==> src/sv/ape_pkg.sv <==
// ----------------------------------------------------------------------------
// Attitude packet encoder package
// Shared widths, fixed-point constants and frame layout for the encoder.
// ----------------------------------------------------------------------------
package ape_pkg;

  // Input angle: Q16 radians, signed
  localparam int unsigned AngW   = 24;
  // Radians to degrees factor, round(180/pi * 2^16), as a positive signed operand
  localparam int unsigned K_W    = 23;
  localparam logic signed [K_W-1:0] Rad2DegQ16 = 23'sd3754936;

  // Product of angle and factor: Q32 degrees
  localparam int unsigned ProdW  = AngW + K_W;
  // Wrapped degrees lie in [-180, 180) * 2^32
  localparam int unsigned WrapW  = 41;
  // Wrapped degrees times 100: Q32 centidegrees
  localparam int unsigned ScaleW = WrapW + 8;
  localparam logic signed [7:0] Hundred = 8'sd100;

  // Encoded angle code
  localparam int unsigned CodeW  = 16;

  // Degree thresholds in Q32
  localparam logic signed [ProdW-1:0] Deg180 = ProdW'(64'sd180 * 64'sd4294967296);
  localparam logic signed [ProdW-1:0] Deg360 = ProdW'(64'sd360 * 64'sd4294967296);
  localparam logic signed [ProdW-1:0] Deg540 = ProdW'(64'sd540 * 64'sd4294967296);
  localparam logic signed [ProdW-1:0] Deg720 = ProdW'(64'sd720 * 64'sd4294967296);

  // Rounding offset, one half in Q32
  localparam logic [ScaleW-1:0] HalfQ32 = ScaleW'(64'd2147483648);

  // Frame layout
  localparam int unsigned NumLanes = 3;
  localparam int unsigned FrameLen = 8;
  localparam int unsigned IdxW     = 3;
  localparam logic [7:0]  FrameHeader = 8'hA5;
  localparam logic [IdxW-1:0] LastIdx = IdxW'(FrameLen - 1);

  // Lane pipeline depth
  localparam int unsigned LaneStages = 4;

endpackage

==> src/sv/ape_lane.sv <==
// ----------------------------------------------------------------------------
// Attitude packet encoder angle lane
// Converts one Q16 radian angle to a wrapped, rounded centidegree code in a
// four-stage pipeline: multiply, range check and wrap, scale, round.
// ----------------------------------------------------------------------------
module ape_lane (
  input  logic                              clk_i,
  input  logic                              en_i,
  input  logic signed [ape_pkg::AngW-1:0]   angle_i,
  input  logic                              invalid_i,
  output logic [ape_pkg::CodeW-1:0]         code_o
);

  // Stage 1: degrees in Q32
  logic signed [ape_pkg::ProdW-1:0]  prod_q;
  logic                              zero1_q;

  always_ff @(posedge clk_i) begin
    if (en_i) begin
      prod_q  <= angle_i * ape_pkg::Rad2DegQ16;
      zero1_q <= invalid_i;
    end
  end

  // Stage 2: range check and wrap into [-180, 180)
  logic                              oor;
  logic signed [ape_pkg::ProdW-1:0]  wrapped;
  logic signed [ape_pkg::WrapW-1:0]  wrap_q;
  logic                              zero2_q;

  always_comb begin
    oor = (prod_q > ape_pkg::Deg720) || (prod_q < -ape_pkg::Deg720);
    if (prod_q >= ape_pkg::Deg540) begin
      wrapped = prod_q - ape_pkg::Deg720;
    end else if (prod_q >= ape_pkg::Deg180) begin
      wrapped = prod_q - ape_pkg::Deg360;
    end else if (prod_q < -ape_pkg::Deg540) begin
      wrapped = prod_q + ape_pkg::Deg720;
    end else if (prod_q < -ape_pkg::Deg180) begin
      wrapped = prod_q + ape_pkg::Deg360;
    end else begin
      wrapped = prod_q;
    end
  end

  always_ff @(posedge clk_i) begin
    if (en_i) begin
      wrap_q  <= wrapped[ape_pkg::WrapW-1:0];
      zero2_q <= zero1_q | oor;
    end
  end

  // Stage 3: scale to Q32 centidegrees
  logic signed [ape_pkg::ScaleW-1:0] scaled_q;
  logic                              zero3_q;

  always_ff @(posedge clk_i) begin
    if (en_i) begin
      scaled_q <= wrap_q * ape_pkg::Hundred;
      zero3_q  <= zero2_q;
    end
  end

  // Stage 4: round half away from zero; invalid or out-of-range angles give a zero code
  logic                              neg;
  logic [ape_pkg::ScaleW-1:0]        mag;
  logic [ape_pkg::ScaleW-1:0]        rnd;
  logic [ape_pkg::CodeW-1:0]         quo;
  logic [ape_pkg::CodeW-1:0]         code_d;
  logic [ape_pkg::CodeW-1:0]         code_q;

  always_comb begin
    neg    = scaled_q[ape_pkg::ScaleW-1];
    mag    = neg ? ape_pkg::ScaleW'(-scaled_q) : ape_pkg::ScaleW'(scaled_q);
    rnd    = mag + ape_pkg::HalfQ32;
    quo    = rnd[32 +: ape_pkg::CodeW];
    code_d = neg ? ape_pkg::CodeW'(-quo) : quo;
    if (zero3_q) begin
      code_d = '0;
    end
  end

  always_ff @(posedge clk_i) begin
    if (en_i) begin
      code_q <= code_d;
    end
  end

  assign code_o = code_q;

endmodule

==> src/sv/ape_frame.sv <==
// ----------------------------------------------------------------------------
// Attitude packet encoder frame merge and serializer
// Merges the three lane codes into an 8-byte frame with checksum and sends it
// one byte per accepted item.
// ----------------------------------------------------------------------------
module ape_frame (
  input  logic                        clk_i,
  input  logic                        rst_ni,
  input  logic                        load_i,
  input  logic [ape_pkg::CodeW-1:0]   codes_i [ape_pkg::NumLanes],
  output logic                        ready_o,
  output logic                        out_valid_o,
  input  logic                        out_stall_i,
  output logic [7:0]                  frame_byte_o,
  output logic                        last_byte_o
);

  logic [7:0]               bytes [ape_pkg::FrameLen];
  logic [7:0]               sum;
  logic [7:0]               frame_q [ape_pkg::FrameLen];
  logic [ape_pkg::IdxW-1:0] idx_q, idx_d;
  logic                     busy_q, busy_d;
  logic                     take;

  // Build frame bytes and additive checksum
  always_comb begin
    bytes[0] = ape_pkg::FrameHeader;
    for (int i = 0; i < ape_pkg::NumLanes; i++) begin
      bytes[1 + 2 * i] = codes_i[i][7:0];
      bytes[2 + 2 * i] = codes_i[i][15:8];
    end
    sum = '0;
    for (int i = 0; i < ape_pkg::FrameLen - 1; i++) begin
      sum = sum + bytes[i];
    end
    bytes[ape_pkg::FrameLen - 1] = sum;
  end

  // Hold frame bytes
  always_ff @(posedge clk_i) begin
    if (load_i) begin
      frame_q <= bytes;
    end
  end

  assign take    = busy_q && !out_stall_i;
  assign ready_o = !busy_q || (take && idx_q == ape_pkg::LastIdx);

  // Advance byte index, start a new frame on load
  always_comb begin
    idx_d  = idx_q;
    busy_d = busy_q;
    if (take) begin
      idx_d = idx_q + 1'b1;
      if (idx_q == ape_pkg::LastIdx) begin
        busy_d = 1'b0;
      end
    end
    if (load_i) begin
      idx_d  = '0;
      busy_d = 1'b1;
    end
  end

  always_ff @(posedge clk_i or negedge rst_ni) begin
    if (!rst_ni) begin
      idx_q  <= '0;
      busy_q <= 1'b0;
    end else begin
      idx_q  <= idx_d;
      busy_q <= busy_d;
    end
  end

  assign out_valid_o  = busy_q;
  assign frame_byte_o = frame_q[idx_q];
  assign last_byte_o  = (idx_q == ape_pkg::LastIdx);

endmodule

==> src/sv/attitude_packet_encoder.sv <==
// ----------------------------------------------------------------------------
// Attitude packet encoder
// Three angle lanes convert pitch, roll and yaw to centidegree codes; a merge
// stage frames them with header and checksum and sends eight bytes per item.
// ----------------------------------------------------------------------------
//  channel | direction | handshake              | payload
//  --------+-----------+------------------------+--------------------------------
//  in      | input     | in_valid_i/in_stall_o  | pitch/roll/yaw_angle_i, invalid_mask_i
//  out     | output    | out_valid_o/out_stall_i| frame_byte_o, last_byte_o
//
//  An item passes four lane stages (multiply, wrap, scale, round) and then
//  comes out as 8 bytes, one per cycle unless out_stall_i holds them; the
//  single byte-wide output port sets the sustained item rate.
//  Reset clears valid bits and the serializer; payload registers are not reset.
//  A stalled output holds the lane pipeline once its last stage is full.
// ----------------------------------------------------------------------------
module attitude_packet_encoder (
  input  logic                              clk_i,
  input  logic                              rst_ni,
  input  logic                              in_valid_i,
  output logic                              in_stall_o,
  input  logic signed [ape_pkg::AngW-1:0]   pitch_angle_i,
  input  logic signed [ape_pkg::AngW-1:0]   roll_angle_i,
  input  logic signed [ape_pkg::AngW-1:0]   yaw_angle_i,
  input  logic [2:0]                        invalid_mask_i,
  output logic                              out_valid_o,
  input  logic                              out_stall_i,
  output logic [7:0]                        frame_byte_o,
  output logic                              last_byte_o
);

  logic [ape_pkg::LaneStages-1:0] vld_q;
  logic                           frm_ready;
  logic                           en;
  logic [ape_pkg::CodeW-1:0]      codes [ape_pkg::NumLanes];
  logic signed [ape_pkg::AngW-1:0] angles [ape_pkg::NumLanes];

  assign angles[0] = pitch_angle_i;
  assign angles[1] = roll_angle_i;
  assign angles[2] = yaw_angle_i;

  // Advance the lanes unless a finished item waits for the serializer
  assign en         = !vld_q[ape_pkg::LaneStages-1] || frm_ready;
  assign in_stall_o = !en;

  always_ff @(posedge clk_i or negedge rst_ni) begin
    if (!rst_ni) begin
      vld_q <= '0;
    end else if (en) begin
      vld_q <= {vld_q[ape_pkg::LaneStages-2:0], in_valid_i};
    end
  end

  // Angle lanes
  for (genvar g = 0; g < ape_pkg::NumLanes; g++) begin : g_lane
    ape_lane u_lane (
      .clk_i     (clk_i),
      .en_i      (en),
      .angle_i   (angles[g]),
      .invalid_i (invalid_mask_i[g]),
      .code_o    (codes[g])
    );
  end

  // Merge and serialize
  ape_frame u_frame (
    .clk_i        (clk_i),
    .rst_ni       (rst_ni),
    .load_i       (vld_q[ape_pkg::LaneStages-1] && frm_ready),
    .codes_i      (codes),
    .ready_o      (frm_ready),
    .out_valid_o  (out_valid_o),
    .out_stall_i  (out_stall_i),
    .frame_byte_o (frame_byte_o),
    .last_byte_o  (last_byte_o)
  );

  // Input stalls only behind a full last lane stage
  a_stall_full: assert property (@(posedge clk_i) disable iff (!rst_ni)
    in_stall_o |-> vld_q[ape_pkg::LaneStages-1])
    else $error("input stalled without a finished item waiting");

  // A frame continues after any byte but the last
  a_frame_cont: assert property (@(posedge clk_i) disable iff (!rst_ni)
    out_valid_o && !out_stall_i && !last_byte_o |=> out_valid_o)
    else $error("frame ended before its checksum byte");

  // The byte after a checksum opens a new frame with the header
  a_next_header: assert property (@(posedge clk_i) disable iff (!rst_ni)
    out_valid_o && !out_stall_i && last_byte_o |=>
      !out_valid_o || (frame_byte_o == ape_pkg::FrameHeader && !last_byte_o))
    else $error("new frame does not start with header");

endmodule

==> config.mk <==
export PLATFORM = sky130hd
export DESIGN_NAME = attitude_packet_encoder
export DESIGN_NICKNAME = d
export VERILOG_FILES = /design/src/sv/ape_pkg.sv /design/src/sv/ape_lane.sv /design/src/sv/ape_frame.sv /design/src/sv/attitude_packet_encoder.sv
export SDC_FILE = /design/constraint.sdc
export NUM_CORES = 2
export LEC_CHECK = 0
export BUFFER_PORTS_ARGS = -buffer_cell sky130_fd_sc_hd__buf_2
export CORE_MARGIN = 2
export CORE_UTILIZATION = 40
export CTS_CLUSTER_SIZE = 14
export DETAILED_ROUTE_END_ITERATION = 7
export PLACE_DENSITY_LB_ADDON = 0.08
export SLEW_MARGIN = 20
export SYNTH_ARGS = -nofsm -noshare
export SYNTH_HDL_FRONTEND = slang
export SYNTH_SLANG_ARGS = --single-unit
export TNS_END_PERCENT = 10
==> constraint.sdc <==
create_clock -name clk_i -period 21 [get_ports clk_i]
set_input_delay 4.2 -clock clk_i [delete_from_list [all_inputs] [get_ports clk_i]]
set_output_delay 4.2 -clock clk_i [all_outputs]
set_load 0.05 [all_outputs]
==> flow_summary.json <==
{
  "final_layout_size_suffix_gt1_frac": 0.04190,
  "final-max-slew-violation-count": 0,
  "yosysWarningCount": 0,
  "final_min_period_over_clock_period": 0.5203,
  "gp_congestion": 0.8656,
  "setup_viol_count_final": 0,
  "cts_hold_buf": 0,
  "detailed_place_hpwl_um": 126500,
  "synth_top_cell_by_area": "sky130_fd_sc_hd__fa_1",
  "fp.dieArea_um2": 172700,
  "grt_antenna_before_repair": 0,
  "vias": 45000,
  "synthMostInstantiatedCell": "sky130_fd_sc_hd__inv_1",
  "final.setup_skew_ns": 0.02402,
  "area_used_by_sequential_logic_in_the_layout_um2": 14940,
  "end_kind": "register",
  "numCtsBuffers": 67,
  "post-cts-setup-buffers": 0,
  "syn_area_um2": 67760,
  "synth_seq_area_share": 0.2205,
  "floorplan.core_area_um2": 168900,
  "initial_utilization": 0.4012,
  "die_w_um": 415.6,
  "netlist_top_cells_count": "1660 x sky130_fd_sc_hd__inv_1, 980 x sky130_fd_sc_hd__ha_1, 824 x sky130_fd_sc_hd__fa_1",
  "multi_input_gate_area_in_the_final_layout_um2": 46120,
  "wire_length_of_the_first_global_routing_pass_um": 248400,
  "grt_max_degree": 69,
  "ys.flop_type": "sky130_fd_sc_hd__edfxtp_1",
  "layout_min_cycle_time_ns": 10.93,
  "rsz0062_at_grt": "no",
  "worst_skew_pair.late_latency_ns": 0.64,
  "mappedNetlistNets": 8672,
  "critical_path_arrival_ns": 11.29,
  "layoutNonFillerInstCount": 9116,
  "die-height_um": 415.6,
  "synth_top_area_share": 0.2434,
  "number_of_enable_type_register_cells_in_the_synthesized_netlist": 491,
  "vias_in_the_first_global_route": 46790,
  "synth.top_cells.by_area": "sky130_fd_sc_hd__fa_1 24%, sky130_fd_sc_hd__edfxtp_1 22%, sky130_fd_sc_hd__ha_1 18%",
  "cts_buffer_depth": 3,
  "detail_route.wirelength_um": 149700,
  "buffer_ports.inserted": 89,
  "syn-instance-count": 6789,
  "fin_nets": 8731,
  "area.growth.synth_to_final_pct": 7.619,
  "critPathKind": "primary input to register",
  "placementRows": 151,
  "post_cts.resized_instances": 0,
  "groute.usage.overall": 0.1763,
  "postSynth.asyncResetShare": 0.01603,
  "required_ns": 21.36,
  "io_pins": 90,
  "cap_viol_max_count": 0,
  "worst_hold_path_type": "register to register",
  "placed_cells": 8997,
  "highest_fanout_seen_on_the_critical_path": 8,
  "1st_iter_drt_viols": 2112,
  "ant_nets": 0,
  "aggregate_negative_setup_slack_ns": 0,
  "outcome": "finished, final reports clean",
  "final.fill_count": 16640,
  "clkSlewWorstSetupHoldPaths_ns": 0.06,
  "fmaxAchievable_mhz": 91.53,
  "dr.pass1.iters": 5,
  "hold_viol": 0,
  "clock-root-buffer": "sky130_fd_sc_hd__clkbuf_16",
  "worstSetupStartpointType": "primary input",
  "cts_tree": "built",
  "postSynthAreaPerCell_um2": 9.981,
  "synthDistinctLibCells": 95,
  "cts_htree_levels": 3,
  "drc": 0,
  "antenna-diode-count": 0,
  "max_slew.worst_pin.slew_ns": 1.032,
  "remaining_global_route_overflow": 0,
  "wl_cell_um": 16.42,
  "ys_ff_latch": 499,
  "slew_headroom": 0.3055,
  "cts.sinks": 499,
  "drt-vias-per-instance": 4.936
}
cell type report:
type / count / share of cell area
clock buffer: 77 / 0.02409
clock inverter: 42 / 0.006434
inverter: 1663 / 0.08560
multi-input combinational: 4506 / 0.6325
sequential: 499 / 0.2049
tap: 2218 / 0.03806
timing repair buffer: 111 / 0.008373
path summary, 6_finish.rpt:
kind / endpoint / slack (ns) / depth (start not counted) / start
worst max-delay path: g_lane[0].u_lane.prod_q[43]$_DFFE_PN_ / 10.07 / 23 / pitch_angle_i[2]
worst min-delay path: g_lane[1].u_lane.zero3_q$_DFFE_PN_ / 0.42 / 0 / g_lane[1].u_lane.zero2_q$_DFFE_PN_
worst max register to register: g_lane[2].u_lane.code_o[12]$_SDFFCE_PP0N_ / 15.22 / 15 / g_lane[2].u_lane.scaled_q[28]$_DFFE_PN_
worst min register to register: g_lane[1].u_lane.zero3_q$_DFFE_PN_ / 0.42 / 0 / g_lane[1].u_lane.zero2_q$_DFFE_PN_
max in group asynchronous: u_frame.out_valid_o$_DFFE_PN0P_ / 17.42 / 1 / rst_ni
min in group asynchronous: vld_q[0]$_DFFE_PN0N_ / 3.40 / 1 / rst_ni
cells by family after synthesis:
family | share of synthesized area
buffers and inverters | 0.09901
DFF | 0.2205
AOI/OAI and AO/OA | 0.1054
and+or+nand+nor | 0.08173
muxes | 0.01071
xor gates and xnor gates | 0.05822
adders and majority gates | 0.4244
per-layer routing:
layer | vias to the layer above | share of wire | wire (um) | global-route usage
met3 | 117 | 0.030 | 4446 | 0.02115
li1 | 22540 | - | - | -
met4 | 0 | 0.015 | 2190 | 0.03334
met5 | - | 0 | 0 | 0
met2 | 501 | 0.45 | 67860 | 0.2810
met1 | 21840 | 0.50 | 75210 | 0.2586
metrics by stage:
step           utilization  hold slack (ns)  instance area [um^2]  setup slack (ns)
6_report            0.4317           0.4181                 72920             10.07
2_1_floorplan            -           0.4003                 67760             5.171
3_5_place_dp        0.4186           0.4075                 70700             9.421
4_1_cts             0.4317           0.4204                 72920             10.10
5_1_grt             0.4317           0.4412                 72920             9.650
3_3_place_gp        0.4186           0.4067                 70700             9.493
worst max-delay path, cell delays in order:
cell and delay, ns:
sky130_fd_sc_hd__buf_2 0.17, sky130_fd_sc_hd__ha_1 0.36, sky130_fd_sc_hd__xor2_1 0.16, sky130_fd_sc_hd__ha_1 0.20, sky130_fd_sc_hd__or2_2 0.33, sky130_fd_sc_hd__fa_1 0.50, sky130_fd_sc_hd__fa_1 0.52, sky130_fd_sc_hd__fa_1 0.52
sky130_fd_sc_hd__fa_1 0.61, sky130_fd_sc_hd__inv_1 0.08, sky130_fd_sc_hd__fa_1 0.51, sky130_fd_sc_hd__inv_1 0.05, sky130_fd_sc_hd__ha_1 0.37, sky130_fd_sc_hd__nand2_1 0.09, sky130_fd_sc_hd__or3_1 0.38, sky130_fd_sc_hd__or3_1 0.31
sky130_fd_sc_hd__o311a_1 0.17, sky130_fd_sc_hd__a221oi_1 0.43, sky130_fd_sc_hd__o21ai_0 0.27, sky130_fd_sc_hd__o21ai_0 0.46, sky130_fd_sc_hd__nand3_1 0.20, sky130_fd_sc_hd__a311oi_1 0.30, sky130_fd_sc_hd__xor2_1 0.10
layout by cell type, fill, tap and decap left out, types with 97 or more instances in the layout:
cell type                  Yosys  routed
sky130_fd_sc_hd__xnor2_1     291     291
sky130_fd_sc_hd__o21ai_0     195     195
sky130_fd_sc_hd__a21o_1      131     131
sky130_fd_sc_hd__ha_1        980     980
sky130_fd_sc_hd__fa_1        824     824
sky130_fd_sc_hd__a21oi_1     314     314
sky130_fd_sc_hd__edfxtp_1    491     491
sky130_fd_sc_hd__inv_1      1660    1660
sky130_fd_sc_hd__nand3_1      97      97
sky130_fd_sc_hd__nand2_1     262     261
sky130_fd_sc_hd__xor2_1      155     155
sky130_fd_sc_hd__nor2_1      280     280
state kept, by name (all words and copies together) (netlist names), 4 cells and up:
register,cells
g_lane.u_lane.prod_q,132
g_lane.u_lane.scaled_q,132
g_lane.u_lane.wrap_q,114
g_lane.u_lane.code_o,48
vld_q,4
u_frame.frame_q,56
Power is not shown: default switching activity piles up to over one toggle a cycle in this logic, so the estimate is an artifact.
